**config.mk**
```make
export PLATFORM = sky130hd
export DESIGN_NAME = fan_target_max_priority_arbiter
export DESIGN_NICKNAME = d
export VERILOG_FILES = /design/src/rtl/core/ftarb_pkg.sv /design/src/rtl/core/ftarb_select.sv /design/src/rtl/core/ftarb_correct.sv /design/src/rtl/core/fan_target_max_priority_arbiter.sv
export SDC_FILE = /design/constraint.sdc
export NUM_CORES = 2
export LEC_CHECK = 0
export ABC_AREA = 0
export BUFFER_PORTS_ARGS = -buffer_cell sky130_fd_sc_hd__buf_2
export CAP_MARGIN = 0
export CORE_MARGIN = 1.5
export CORE_UTILIZATION = 55
export CTS_BUF_LIST = sky130_fd_sc_hd__clkbuf_8
export CTS_CLUSTER_SIZE = 8
export DETAILED_ROUTE_END_ITERATION = 12
export GPL_TIMING_DRIVEN = 0
export PLACE_DENSITY_LB_ADDON = 0.3
export REMOVE_ABC_BUFFERS = 1
export SYNTH_ARGS = -nofsm -noshare
export SYNTH_HDL_FRONTEND = slang
export SYNTH_SLANG_ARGS = --single-unit
```
**constraint.sdc**
```tcl
create_clock -name clk -period 18.95 [get_ports clk]
set_input_delay 0.9475 -clock clk [delete_from_list [all_inputs] [get_ports clk]]
set_output_delay 0.9475 -clock clk [all_outputs]
set_load 0.02 [all_outputs]
```
**src/rtl/core/ftarb_pkg.sv**
```systemverilog
package ftarb_pkg;

  typedef enum logic [2:0] {
    REG_NUM_LOOPS         = 3'd0,
    REG_CORRECTION_ENABLE = 3'd1,
    REG_RUBBER_SLOPE      = 3'd2,
    REG_RUBBER_OFFSET     = 3'd3,
    REG_LOW_SLOPE         = 3'd4,
    REG_LOW_OFFSET        = 3'd5,
    REG_MIN_VALUE         = 3'd6,
    REG_MAX_VALUE         = 3'd7
  } reg_idx_t;

  localparam int unsigned TARGET_W = 16;
  localparam int unsigned PRIO_W   = 32;
  localparam int unsigned SLOT_W   = 2;
  localparam int unsigned FIX_W    = 32;
  localparam int unsigned FRAC_W   = 16;

  localparam logic [TARGET_W-1:0] MAX_VALUE_RESET = 16'hFFFF;

  typedef struct packed {
    logic                found;
    logic [SLOT_W-1:0]   slot;
    logic [TARGET_W-1:0] value;
  } arb_win_t;

  typedef struct packed {
    logic [1:0]          enable;
    logic [FIX_W-1:0]    rubber_offset;
    logic [FIX_W-1:0]    low_offset;
    logic [TARGET_W-1:0] min_value;
    logic [TARGET_W-1:0] max_value;
  } corr_cfg_t;

  typedef struct packed {
    logic [TARGET_W-1:0] target;
    logic [SLOT_W-1:0]   slot;
    logic                rubber_ready;
    logic [FIX_W-1:0]    rubber_prod;
    logic [FIX_W-1:0]    low_q;
  } s2_t;

endpackage

```
**src/rtl/core/ftarb_select.sv**
```systemverilog
module ftarb_select #(
  parameter int MAX_LOOPS = 4
) (
  input  logic [MAX_LOOPS-1:0] cand,
  input  logic [31:0]          prio  [MAX_LOOPS],
  input  logic [15:0]          value [MAX_LOOPS],
  output ftarb_pkg::arb_win_t  win
);
  import ftarb_pkg::*;

  localparam int IDX_W  = $clog2(MAX_LOOPS);
  localparam int LEAVES = 1 << IDX_W;

  logic [PRIO_W-1:0]   node_prio [2*LEAVES];
  logic [TARGET_W-1:0] node_val  [2*LEAVES];
  logic [IDX_W-1:0]    node_idx  [2*LEAVES];

  always_comb begin
    for (int i = 0; i < 2*LEAVES; i++) begin
      node_prio[i] = '0;
      node_val[i]  = '0;
      node_idx[i]  = '0;
    end
    for (int i = 0; i < LEAVES; i++) begin
      node_idx[LEAVES+i] = IDX_W'(i);
    end
    for (int i = 0; i < MAX_LOOPS; i++) begin
      node_prio[LEAVES+i] = cand[i] ? prio[i] : '0;
      node_val[LEAVES+i]  = value[i];
    end
    // The right half wins only when strictly greater, so ties go to the lower slot.
    for (int k = LEAVES-1; k >= 1; k--) begin
      if (node_prio[2*k+1] > node_prio[2*k]) begin
        node_prio[k] = node_prio[2*k+1];
        node_val[k]  = node_val[2*k+1];
        node_idx[k]  = node_idx[2*k+1];
      end else begin
        node_prio[k] = node_prio[2*k];
        node_val[k]  = node_val[2*k];
        node_idx[k]  = node_idx[2*k];
      end
    end
  end

  assign win.found = (node_prio[1] != '0);
  assign win.value = node_val[1];
  assign win.slot  = SLOT_W'(node_idx[1]);

endmodule

```
**src/rtl/core/ftarb_correct.sv**
```systemverilog
module ftarb_correct (
  input  ftarb_pkg::s2_t       stage,
  input  ftarb_pkg::corr_cfg_t cfg,
  output logic [15:0]          drive_value
);
  import ftarb_pkg::*;

  logic signed [FIX_W:0]     rubber_sum;
  logic                      rubber_hit;
  logic [TARGET_W-1:0]       rubber_floor;
  logic [TARGET_W-1:0]       t1;
  logic signed [FIX_W:0]     low_sum;
  logic signed [FIX_W-FRAC_W+1:0] low_m;
  logic                      low_hit;
  logic [TARGET_W:0]         t2;

  always_comb begin
    rubber_sum   = $signed({stage.rubber_prod[FIX_W-1], stage.rubber_prod})
                 + $signed({cfg.rubber_offset[FIX_W-1], cfg.rubber_offset});
    rubber_hit   = cfg.enable[0] && stage.rubber_ready && (rubber_sum > 0);
    rubber_floor = rubber_sum[FIX_W-1:FRAC_W];
    t1 = (rubber_hit && (rubber_floor > stage.target)) ? rubber_floor : stage.target;

    low_sum = $signed({stage.low_q[FIX_W-1], stage.low_q})
            + $signed({cfg.low_offset[FIX_W-1], cfg.low_offset});
    low_m   = $signed({low_sum[FIX_W], low_sum[FIX_W:FRAC_W]})
            + $signed({2'b00, cfg.min_value});
    low_hit = cfg.enable[1] && (low_m > 0) && (low_m > $signed({2'b00, t1}));
    t2      = low_hit ? low_m[TARGET_W:0] : {1'b0, t1};

    if (t2 > {1'b0, cfg.max_value}) begin
      drive_value = cfg.max_value;
    end else begin
      drive_value = t2[TARGET_W-1:0];
    end
  end

endmodule

```
**src/rtl/core/fan_target_max_priority_arbiter.sv**
```systemverilog
// An accepted input moves through the first stage, the second stage and the result register behind out_valid.
// Throughput: one transaction per cycle while out_stall is low; a new one is taken while a result waits.
// The slot compare tree and the two multipliers sit in the first stage, the
// floor arithmetic and clamp in the second, and the result register follows.
// Reset (rst, synchronous, active high) empties the pipeline, clears all pending
// marks and returns the registers to their reset values.
module fan_target_max_priority_arbiter #(
  parameter int MAX_LOOPS = 4
) (
  input  logic        clk,
  input  logic        rst,
  input  logic        cfg_write,
  input  logic [2:0]  cfg_index,
  input  logic [31:0] cfg_data,
  input  logic        in_valid,
  output logic        in_stall,
  input  logic        opcode,
  input  logic [1:0]  loop_slot,
  input  logic [15:0] requested_target,
  input  logic [31:0] priority_req,
  input  logic        rubber_ready,
  input  logic [15:0] rubber_reference,
  input  logic [31:0] power_sample,
  output logic        out_valid,
  input  logic        out_stall,
  output logic [15:0] drive_value,
  output logic [1:0]  winner_slot
);
  import ftarb_pkg::*;

  localparam int CNT_W = $clog2(MAX_LOOPS + 1);

  logic [2:0]          num_loops;
  logic [1:0]          correction_enable;
  logic [FIX_W-1:0]    rubber_slope;
  logic [FIX_W-1:0]    rubber_offset;
  logic signed [FIX_W-1:0] low_slope;
  logic [FIX_W-1:0]    low_offset;
  logic [TARGET_W-1:0] min_value;
  logic [TARGET_W-1:0] max_value;

  logic [MAX_LOOPS-1:0] pending;
  logic [MAX_LOOPS-1:0] pending_next;
  logic [TARGET_W-1:0]  req_value [MAX_LOOPS];
  logic [PRIO_W-1:0]    req_prio  [MAX_LOOPS];

  logic                    s1_valid;
  logic                    s1_opcode;
  logic [SLOT_W-1:0]       s1_slot;
  logic [TARGET_W-1:0]     s1_target;
  logic [PRIO_W-1:0]       s1_prio;
  logic                    s1_rubber_ready;
  logic [TARGET_W-1:0]     s1_rubber_reference;
  logic signed [FIX_W-1:0] s1_power_sample;

  logic          s2_valid;
  s2_t           s2;
  s2_t           s2_next;
  corr_cfg_t     cfg;
  logic [15:0]   drive_next;

  logic                 accept;
  logic                 s1_move;
  logic                 s2_move;
  logic [CNT_W-1:0]     n_eff;
  logic                 bypass;
  logic                 slot_write;
  logic [MAX_LOOPS-1:0] eff_pending;
  logic [MAX_LOOPS-1:0] cand;
  logic [TARGET_W-1:0]  eff_value [MAX_LOOPS];
  logic [PRIO_W-1:0]    eff_prio  [MAX_LOOPS];
  logic                 all_pending;
  arb_win_t             win;
  logic                 arb_win;
  logic                 s1_emit;
  logic signed [63:0]   low_prod;

  assign accept   = in_valid && !in_stall;
  assign s2_move  = s2_valid && (!out_valid || !out_stall);
  assign s1_move  = s1_valid && (!s2_valid || s2_move);
  assign in_stall = s1_valid && !s1_move;

  always_ff @(posedge clk) begin
    if (rst) begin
      num_loops         <= '0;
      correction_enable <= '0;
      rubber_slope      <= '0;
      rubber_offset     <= '0;
      low_slope         <= '0;
      low_offset        <= '0;
      min_value         <= '0;
      max_value         <= MAX_VALUE_RESET;
    end else if (cfg_write) begin
      case (cfg_index)
        REG_NUM_LOOPS:         num_loops         <= cfg_data[2:0];
        REG_CORRECTION_ENABLE: correction_enable <= cfg_data[1:0];
        REG_RUBBER_SLOPE:      rubber_slope      <= cfg_data;
        REG_RUBBER_OFFSET:     rubber_offset     <= cfg_data;
        REG_LOW_SLOPE:         low_slope         <= $signed(cfg_data);
        REG_LOW_OFFSET:        low_offset        <= cfg_data;
        REG_MIN_VALUE:         min_value         <= cfg_data[15:0];
        REG_MAX_VALUE:         max_value         <= cfg_data[15:0];
        default: ;
      endcase
    end
  end

  always_comb begin
    n_eff = (num_loops > MAX_LOOPS) ? CNT_W'(MAX_LOOPS) : CNT_W'(num_loops);
    bypass = s1_opcode || (n_eff == CNT_W'(1));
    slot_write = !bypass && (n_eff != '0) && (int'(s1_slot) < int'(n_eff));
    all_pending = 1'b1;
    for (int i = 0; i < MAX_LOOPS; i++) begin
      if (slot_write && (i == int'(s1_slot))) begin
        eff_pending[i] = 1'b1;
        eff_value[i]   = s1_target;
        eff_prio[i]    = s1_prio;
      end else begin
        eff_pending[i] = pending[i];
        eff_value[i]   = req_value[i];
        eff_prio[i]    = req_prio[i];
      end
      cand[i] = eff_pending[i] && (i < int'(n_eff));
      if ((i < int'(n_eff)) && !eff_pending[i]) begin
        all_pending = 1'b0;
      end
    end
  end

  ftarb_select #(
    .MAX_LOOPS(MAX_LOOPS)
  ) u_select (
    .cand  (cand),
    .prio  (eff_prio),
    .value (eff_value),
    .win   (win)
  );

  assign arb_win = !bypass && (n_eff != '0) && win.found && all_pending;
  assign s1_emit = bypass || arb_win;
  assign low_prod = s1_power_sample * low_slope;

  always_comb begin
    s2_next.target       = bypass ? s1_target : win.value;
    s2_next.slot         = bypass ? s1_slot : win.slot;
    s2_next.rubber_ready = s1_rubber_ready;
    s2_next.rubber_prod  = {16'd0, s1_rubber_reference} * rubber_slope;
    s2_next.low_q        = low_prod[FIX_W+FRAC_W-1:FRAC_W];
    pending_next = pending;
    if (arb_win) begin
      pending_next = '0;
    end else if (slot_write) begin
      pending_next = eff_pending;
    end
  end

  always_ff @(posedge clk) begin
    if (rst) begin
      pending <= '0;
    end else if (s1_move) begin
      pending <= pending_next;
    end
  end

  always_ff @(posedge clk) begin
    if (s1_move && slot_write) begin
      for (int i = 0; i < MAX_LOOPS; i++) begin
        if (i == int'(s1_slot)) begin
          req_value[i] <= s1_target;
          req_prio[i]  <= s1_prio;
        end
      end
    end
  end

  always_ff @(posedge clk) begin
    if (rst) begin
      s1_valid <= 1'b0;
    end else if (accept) begin
      s1_valid <= 1'b1;
    end else if (s1_move) begin
      s1_valid <= 1'b0;
    end
  end

  always_ff @(posedge clk) begin
    if (accept) begin
      s1_opcode           <= opcode;
      s1_slot             <= loop_slot;
      s1_target           <= requested_target;
      s1_prio             <= priority_req;
      s1_rubber_ready     <= rubber_ready;
      s1_rubber_reference <= rubber_reference;
      s1_power_sample     <= $signed(power_sample);
    end
  end

  always_ff @(posedge clk) begin
    if (rst) begin
      s2_valid <= 1'b0;
    end else if (s1_move && s1_emit) begin
      s2_valid <= 1'b1;
    end else if (s2_move) begin
      s2_valid <= 1'b0;
    end
  end

  always_ff @(posedge clk) begin
    if (s1_move && s1_emit) begin
      s2 <= s2_next;
    end
  end

  assign cfg.enable        = correction_enable;
  assign cfg.rubber_offset = rubber_offset;
  assign cfg.low_offset    = low_offset;
  assign cfg.min_value     = min_value;
  assign cfg.max_value     = max_value;

  ftarb_correct u_correct (
    .stage       (s2),
    .cfg         (cfg),
    .drive_value (drive_next)
  );

  always_ff @(posedge clk) begin
    if (rst) begin
      out_valid <= 1'b0;
    end else if (s2_move) begin
      out_valid <= 1'b1;
    end else if (!out_stall) begin
      out_valid <= 1'b0;
    end
  end

  always_ff @(posedge clk) begin
    if (s2_move) begin
      drive_value <= drive_next;
      winner_slot <= s2.slot;
    end
  end

  a_stall_needs_item: assert property (@(posedge clk) disable iff (rst)
    in_stall |-> s1_valid)
    else $error("Input stalled with an empty first stage.");

  a_win_clears: assert property (@(posedge clk) disable iff (rst)
    (s1_move && arb_win) |=> (pending == '0))
    else $error("Pending marks survived a completed arbitration.");

  a_s2_holds: assert property (@(posedge clk) disable iff (rst)
    (s2_valid && !s2_move) |=> (s2_valid && $stable(s2)))
    else $error("Second stage lost or changed a blocked transaction.");

  a_no_emit_no_s2: assert property (@(posedge clk) disable iff (rst)
    (s1_move && !s1_emit && !s2_valid) |=> !s2_valid)
    else $error("A transaction with no result reached the second stage.");

endmodule

```
After elaboration in Yosys (flattened, before gate mapping). Memory sizes are Yosys's and may differ from the RTL's. Cells that the tools add are included.

Bits in registers: 373. Bits in writable memories: 192. Input port bits: 140. Output and inout port bits: 20. Word-level logic and storage cells: 195. Memories kept: 2.

Memories: req_prio (words 4, width 32, rd ports 4, clocked after Yosys merged registers in 0, wr ports 1, RTL line fan_target_max_priority_arbiter.sv:45) `logic [PRIO_W-1:0] req_prio [MAX_LOOPS];`; req_value (words 4, width 16, rd ports 4, clocked after Yosys merged registers in 0, wr ports 1, RTL line fan_target_max_priority_arbiter.sv:44) `logic [TARGET_W-1:0] req_value [MAX_LOOPS];`.

Add/subtract/negate cells: 3. $mul: 2. $lt $le $gt $ge: 14. Eq/ne operators: 12. Mux-type cells: 73. Reductions and logical operators: 63.

Operators with widths (count): two-way mux 32 bit (14); two-way mux 16 bit (13); > comparator 32 bit (3); OR reduction 32 bit (3); adder 32 x 32 -> 33 bit (2); multiplier 32 x 32 -> 48 bit (1); OR reduction 16 bit (3); two-way mux 1 bit (34); > comparator 33 x 1 -> 1 bit (second input constant) (1); multiplier 16 x 32 -> 32 bit (1); nonzero test 32 bit (1); logical AND 1 bit (27); adder 17 x 17 -> 18 bit (1); > comparator 18 x 1 -> 1 bit (second input constant) (1); > comparator 18 x 17 -> 1 bit (1); AND reduction 2 bit (9); > comparator 17 x 16 -> 1 bit (1); two-way mux 17 bit (1); > comparator 16 bit (1); two-way mux 2 bit (8); == test 3 bit (second input constant) (4); zero test 1 bit (10); two-way mux 4 bit (2); == test 3 x 1 -> 1 bit (second input constant) (2); 14 further kinds (23).

Longest topological paths before layout.
Depth in word-level cells: 21. Mapped depth: 47. Depth with buffers taken out: 43.

Modules after synthesis. A second synthesis with hierarchy kept.

Cell total of the unflattened synthesis: 7497. Area, all modules: 70626.5 um^2.

Modules (own cells, without submodules): fan_target_max_priority_arbiter (instances 1, cells each 6015, area each 60310.3 um^2, seq. area each 15244.6 um^2); ftarb_correct (instances 1, cells each 809, area each 5763.0 um^2, seq. area each 0.0 um^2); ftarb_select (instances 1, cells each 673, area each 4553.1 um^2, seq. area each 0.0 um^2).

Worst setup path after synthesis. OpenSTA, ideal clock, no wires.

Kind: reg2reg. From: reg num_loops[2]. To: reg s2[0] (netlist name) (enable). Library setup time: 525 ps. Arrival time: 10331 ps. Data required time: 18425 ps. Path slack: 8094 ps. Stages on the path, launching flop included: 37. Buffers on the path: 8. Period minus slack after synthesis: 10856 ps. Cells stage by stage: dfxtp_1 > clkbuf_1 > clkbuf_1 > inv_1 > nand2_1 > ha_1 > a21oi_1 > o2111a_1 > clkbuf_1 > buf_1 > buf_1 > clkbuf_1 > nand2_1 > a21o_1 > ha_1 > a21o_1 > a21oi_1 > o21ai_0 > a21o_1 > a2111oi_0 > o21ai_1 > clkbuf_1 > clkbuf_1 > nand2_1 > o21ai_0 > ha_1 > a21o_1 > a21o_1 > a21o_1 > a21o_1 > a21oi_1 > nor2_1 > a211oi_1 > a31o_2 > mux2i_1 > a21oi_1 > nor2_1.

Word-level cells in the longest chain between the ends: 20. Elaborated cells between the ends (all ways): 56. Those cells by class: order compare (9); eq/ne (1); mux (20); reduce/logical (26).

RTL lines: start: declaration (RTL line fan_target_max_priority_arbiter.sv:33) `logic [2:0] num_loops;`; start signal: assignment (RTL line fan_target_max_priority_arbiter.sv:95) `REG_NUM_LOOPS: num_loops <= cfg_data[2:0];`; > comparator 3 bit (RTL line fan_target_max_priority_arbiter.sv:109) `n_eff = (num_loops > MAX_LOOPS) ? CNT_W'(MAX_LOOPS) : CNT_W'(num_loops);`; two-way mux 3 bit (*) (RTL line fan_target_max_priority_arbiter.sv:109); == test 3 x 1 -> 1 bit (RTL line fan_target_max_priority_arbiter.sv:110) `bypass = s1_opcode || (n_eff == CNT_W'(1));`; logical OR 1 bit (RTL line fan_target_max_priority_arbiter.sv:110); zero test 1 bit (RTL line fan_target_max_priority_arbiter.sv:111, fan_target_max_priority_arbiter.sv:139); logical AND 1 bit (RTL line fan_target_max_priority_arbiter.sv:111, fan_target_max_priority_arbiter.sv:139); logical AND 1 bit (RTL line fan_target_max_priority_arbiter.sv:111) `slot_write = !bypass && (n_eff != '0) && (int'(s1_slot) < int'(n_eff));`; logical AND 1 bit (RTL line fan_target_max_priority_arbiter.sv:114) `if (slot_write && (i == int'(s1_slot))) begin`; [3 not listed]; > comparator 32 bit (RTL line ftarb_select.sv:33) `if (node_prio[2*k+1] > node_prio[2*k]) begin`; two-way mux 32 bit (RTL line ftarb_select.sv:33); > comparator 32 bit (RTL line ftarb_select.sv:33); two-way mux 32 bit (RTL line ftarb_select.sv:33); nonzero test 32 bit (RTL line ftarb_select.sv:45) `assign win.found = (node_prio[1] != '0);`; logical AND 1 bit (2 in series) (RTL line fan_target_max_priority_arbiter.sv:139) `assign arb_win = !bypass && (n_eff != '0) && win.found && all_pending;`; logical OR 1 bit (*) (RTL line fan_target_max_priority_arbiter.sv:140) `assign s1_emit = bypass || arb_win;`; logical AND 1 bit (*) (RTL line fan_target_max_priority_arbiter.sv:209) `if (s1_move && s1_emit) begin`; end signal: assignment (RTL line fan_target_max_priority_arbiter.sv:210) `s2 <= s2_next;`; end: declaration (RTL line fan_target_max_priority_arbiter.sv:57) `s2_t s2;`.

Mark *: on every way between the ends. The rest lies on a longest branch, timed or not. A chain may end at the register's enable or synchronous reset.

Final worst setup path.
From: reg s2[32] (netlist name). To: reg drive_value[8], data pin.

Word-level cells in the longest chain between the ends: 10. Elaborated cells between the ends (all ways): 11. Those cells by class: add/sub (1); order compare (4); mux (3); reduce/logical (3).

RTL lines: adder 32 x 32 -> 33 bit (*) (RTL line ftarb_correct.sv:19) `+ $signed({cfg.rubber_offset[FIX_W-1], cfg.rubber_offset});`; > comparator 33 x 1 -> 1 bit (RTL line ftarb_correct.sv:20) `rubber_hit = cfg.enable[0] && stage.rubber_ready && (rubber_sum > 0);`; logical AND 1 bit (RTL line ftarb_correct.sv:20); logical AND 1 bit (RTL line ftarb_correct.sv:22) `t1 = (rubber_hit && (rubber_floor > stage.target)) ? rubber_floor : stage.target;`; two-way mux 16 bit (*) (RTL line ftarb_correct.sv:22); > comparator 18 x 17 -> 1 bit (RTL line ftarb_correct.sv:28) `low_hit = cfg.enable[1] && (low_m > 0) && (low_m > $signed({2'b00, t1}));`; logical AND 1 bit (RTL line ftarb_correct.sv:28); two-way mux 17 bit (*) (RTL line ftarb_correct.sv:29) `t2 = low_hit ? low_m[TARGET_W:0] : {1'b0, t1};`; > comparator 17 x 16 -> 1 bit (RTL line ftarb_correct.sv:31) `if (t2 > {1'b0, cfg.max_value}) begin`; two-way mux 16 bit (*) (RTL line ftarb_correct.sv:31); via drive_next[8] (RTL line fan_target_max_priority_arbiter.sv:60) `logic [15:0] drive_next;`; end signal: assignment (RTL line fan_target_max_priority_arbiter.sv:238) `drive_value <= drive_next;`; end: declaration (RTL line fan_target_max_priority_arbiter.sv:26) `output logic [15:0] drive_value,`.

The timed path passes the listed nets; every way through them passes the cells marked *.

==> results_dict.tcl <==
set metrics [dict create \
    result_of_the_run "finished, violations left" \
    failed_checks "max-capacitance violations, max-slew violations" \
    post-route-drc-count 0 \
    finalHoldViolations 0 \
    layout-drive-gt1-share 0.0611 \
    synth_top_cell_by_area "fa_1" \
    synth_top_family_by_area "adder cells" \
    finalWeightedCongestion 0.949 \
    setup_viols_final 0 \
    avgSynthCellArea_um2 9.18 \
    power.sequential.fraction 0.419 \
    cts_tree "yes" \
    yosysWarningCount 0 \
    post_synth_instance_area_um2 69600 \
    crit-reg2reg-capture "drive_value[8]$_DFFE_PP_" \
    grt_overflow 0 \
    ff2ff_setup_slack_ps 7240 \
    yosys-mux-area-fraction 0.00759 \
    numPortBuffers 159 \
    clkLatencyLatePin_ps 850 \
    rsz0062_at_grt "false" \
    post_cts.resized_instances 0 \
    area_growth_syn_to_layout_pct 7.10 \
    netSwitchingFraction 0.352 \
    worst_r2r_startpoint "s2[32]$_DFFE_PP_" \
    power.share.clock 0.325 \
    reg2regPathDepth 40 \
    power_switching_mw 1.27 \
    postCtsSetupBuffers 0 \
    worstPathMaxFanout 18 \
    clock_path_buffers 3 \
    slew_violations 1 \
    start_util 0.554 \
    post-synth-top-count-cell "nand2_1" \
    placed_cells 9054 \
    crit_path_max_incr_delay_ps 1170 \
    cts_buffers 99 \
    final_core_util 0.594 \
    synth-adder-area-share 0.410 \
    filler_cell_count 10697 \
    gr-usage-all-layers 0.311 \
    internal-power_mw 2.34 \
    hold_path_class "in2reg" \
    detail_route.vias_per_cell 5.76 \
    timing.setup.critical_path_class "reg2reg" \
    synth_simple_gate_area_frac 0.161 \
    netlist-cell-type-count 101 \
    clock_tree.htree_level_count 3 \
    wl_per_cell_um 21.2 \
    floorplan.core_area_um2 126000 \
    layout_min_cycle_time_ps 11710 \
    dieWidth_um 359 \
    synthTopCellsByCount "nand2_1 (1594), inv_1 (1347), fa_1 (1144)" \
    detail-route-antenna-nets 0 \
    stdcell_count 9256 \
    clkSlewWorstSetupHoldPaths_ps 60 \
    use_met1 0.406 \
    yosys.area_share.xor_xnor 0.0202 \
    wire_length_of_the_first_global_routing_pass_mm 308 \
    part_of_the_yosys_area_used_for_sequential_elements 0.219 \
    worst_path_max_delay_cell "o41ai_1" \
    cp-startpoint "s2[32]$_DFFE_PP_" \
    power_leakage_nw 32.5 \
    setup.worst_path.start_class "flip-flop" \
    cap_viol_max_count 1 \
    die-height_um 359 \
    antenna_found_initial 15 \
    combPwrFrac 0.256 \
    synth-compound-area-share 0.0879 \
    route.final.wire_length_mm 196 \
    postSynthCellCount 7580 \
    root_buffer "clkbuf_8" \
    ios 160 \
    netlist.area_leader.share 0.329 \
    design.die.area_um2 129000 \
    critical_path_rt_ps 19480 \
    critical_path_arrival_ps 12240 \
    worst_slew_margin_rel -0.00141 \
    synth.ff_latch_count 565 \
    final_nets 9246 \
    first_global_vias 55715 \
    global_route.usage.met3 0.0505 \
    timing_worst_slew_pin_value_ps 1480 \
    std_cell_rows 130 \
    first_pass_iters 6 \
    crit_top_cell "o21a_1" \
    drt_initial_violations 4583 \
    finClkSkew_ps 72.0 \
    synth_enable_flop_cells 393 \
    dp.final_hpwl_mm 149 \
    cts_hold_buffers 0 \
    power.density_cell_area_nw_per_um2 48.5 \
    grt_start_max_net_pins 91 \
    grt_busiest_layer "met2" \
    fin_crit_sh 0.618 \
    netlist_top_cells_area "fa_1 (33%), edfxtp_1 (17%), nand2_1 (8.6%)" \
    via_count 53340 \
    synth-main-ff-cell "edfxtp_1" \
    global_route.usage.met2 0.511 \
    peakVddDrop_uv 52.7 \
    max_freq_mhz 85.4 \
    cts_num_sinks 565 \
    element_type_at_the_critical_path_end "flip-flop" \
    postSynth.asyncResetShare 0 \
    crit_path_end "drive_value[8]$_DFFE_PP_" \
]
[how the worst min path moves through the flow]
stage	slack [ps]	cells after the start	to	from
after global routing	230	1	s1_power_sample[16]$_DFFE_PP_	power_sample[16]
final	270	1	s1_power_sample[13]$_DFFE_PP_	power_sample[13]
after detailed placement	420	0	winner_slot[0]$_DFFE_PP_	s2[65]$_DFFE_PP_
after global placement	410	0	s2[64]$_DFFE_PP_	s1_rubber_ready$_DFFE_PP_
after CTS	210	1	s1_power_sample[13]$_DFFE_PP_	power_sample[13]
after floorplan	400	0	s2[64]$_DFFE_PP_	s1_rubber_ready$_DFFE_PP_
[power groups by stage]
stage	clock network (mW)	registers [mW]	logic (mW)
4_1_cts	1.20	1.51	0.919
3_3_place_gp	0	1.56	0.837
3_5_place_dp	0	1.54	0.911
2_1_floorplan	0	1.48	0.584
5_1_grt	1.25	1.51	1.03
6_report	1.18	1.51	0.924
[sequential cells by signal, summed over array words and instances, names as in the netlist, 32 cells and up]
register         flops
req_value           64
low_slope           32
rubber_offset       32
req_prio           128
s1_power_sample     32
s1_prio             32
s2                  83
rubber_slope        32
low_offset          32
[placed cells by master (no fill, tap or decap), types with 17 or more instances in the layout]
cell,instances
nor4_1,40
ha_1,452
and2_1,346
o21ai_0,106
edfxtp_1,393
dfxtp_1,151
clkinv_1,17
a21o_1,115
buf_16,32
o21bai_1,18
dfxtp_2,21
xnor2_1,127
a21oi_1,407
nand3_1,65
nand2_1,1594
o211ai_1,20
nor2_1,206
fa_1,1144
nand2b_1,34
nor2b_1,29
inv_1,1385
xor2_1,32
a211oi_1,26
buf_2,158
clkbuf_8,109
a221oi_1,20
mux2i_1,43
a22o_1,18
o22ai_1,19
and3_1,20
nor3_1,41
nand3b_1,17
nand4_1,53
o21a_1,43
[final cells by class]
cell class	count	area [um2]	share of cell area
multi-input cells	5274	47900	0.643
flip-flops and latches	565	15300	0.205
inverters	1348	5060	0.0679
repair buffers	222	2150	0.0288
well taps	1650	2060	0.0277
clock buffers	109	1500	0.0201
clock inverters	79	532	0.00713
diodes	9	22.5	0.000302
[layer usage]
| metal | part of all wire | vias to the layer above |
|---|---|---|
| met5 | 0.00034 | - |
| li1 | - | 23636 |
| met3 | 0.083 | 507 |
| met2 | 0.48 | 2346 |
| met4 | 0.048 | 10 |
| met1 | 0.39 | 26841 |
[worst max-delay path, delay by kind of cell (launching register included)]
family                   cells  cell delay (ps)
flip-flops                   1              420
AND/OR/NAND/NOR              8             1120
adder cells (fa/ha/maj)      5             1690
AO/OA/AOI/OAI               25             7310
buffers and inverters        2              830
[cell families (layout without fill, tap and decap cells)]
logic type                 Yosys count  count (layout)
AOI/OAI and AO/OA                  956             956
other                                0               9
buffers and inverters             1741            1758
and+or+nand+nor                   2511            2511
xor gates and xnor gates           160             160
adders and majority gates         1596            1596
DFF                                565             565
muxes                               51              51
[stage by stage]
| step | TNS (ps) | hold WS [ps] | instance area, um2 | setup slack [ps] | power (mW) |
|---|---|---|---|---|---|
| 3_5_place_dp | 0 | 416 | 72300 | 7410 | 2.45 |
| 3_3_place_gp | -52870 | 414 | 70900 | -660 | 2.40 |
| 5_1_grt | 0 | 234 | 74500 | 6600 | 3.79 |
| 2_1_floorplan | 0 | 400 | 68100 | 5490 | 2.06 |
| 4_1_cts | 0 | 207 | 74400 | 7400 | 3.63 |
| 6_report | 0 | 273 | 74500 | 7240 | 3.61 |
Power figures use the tool's default switching activity.
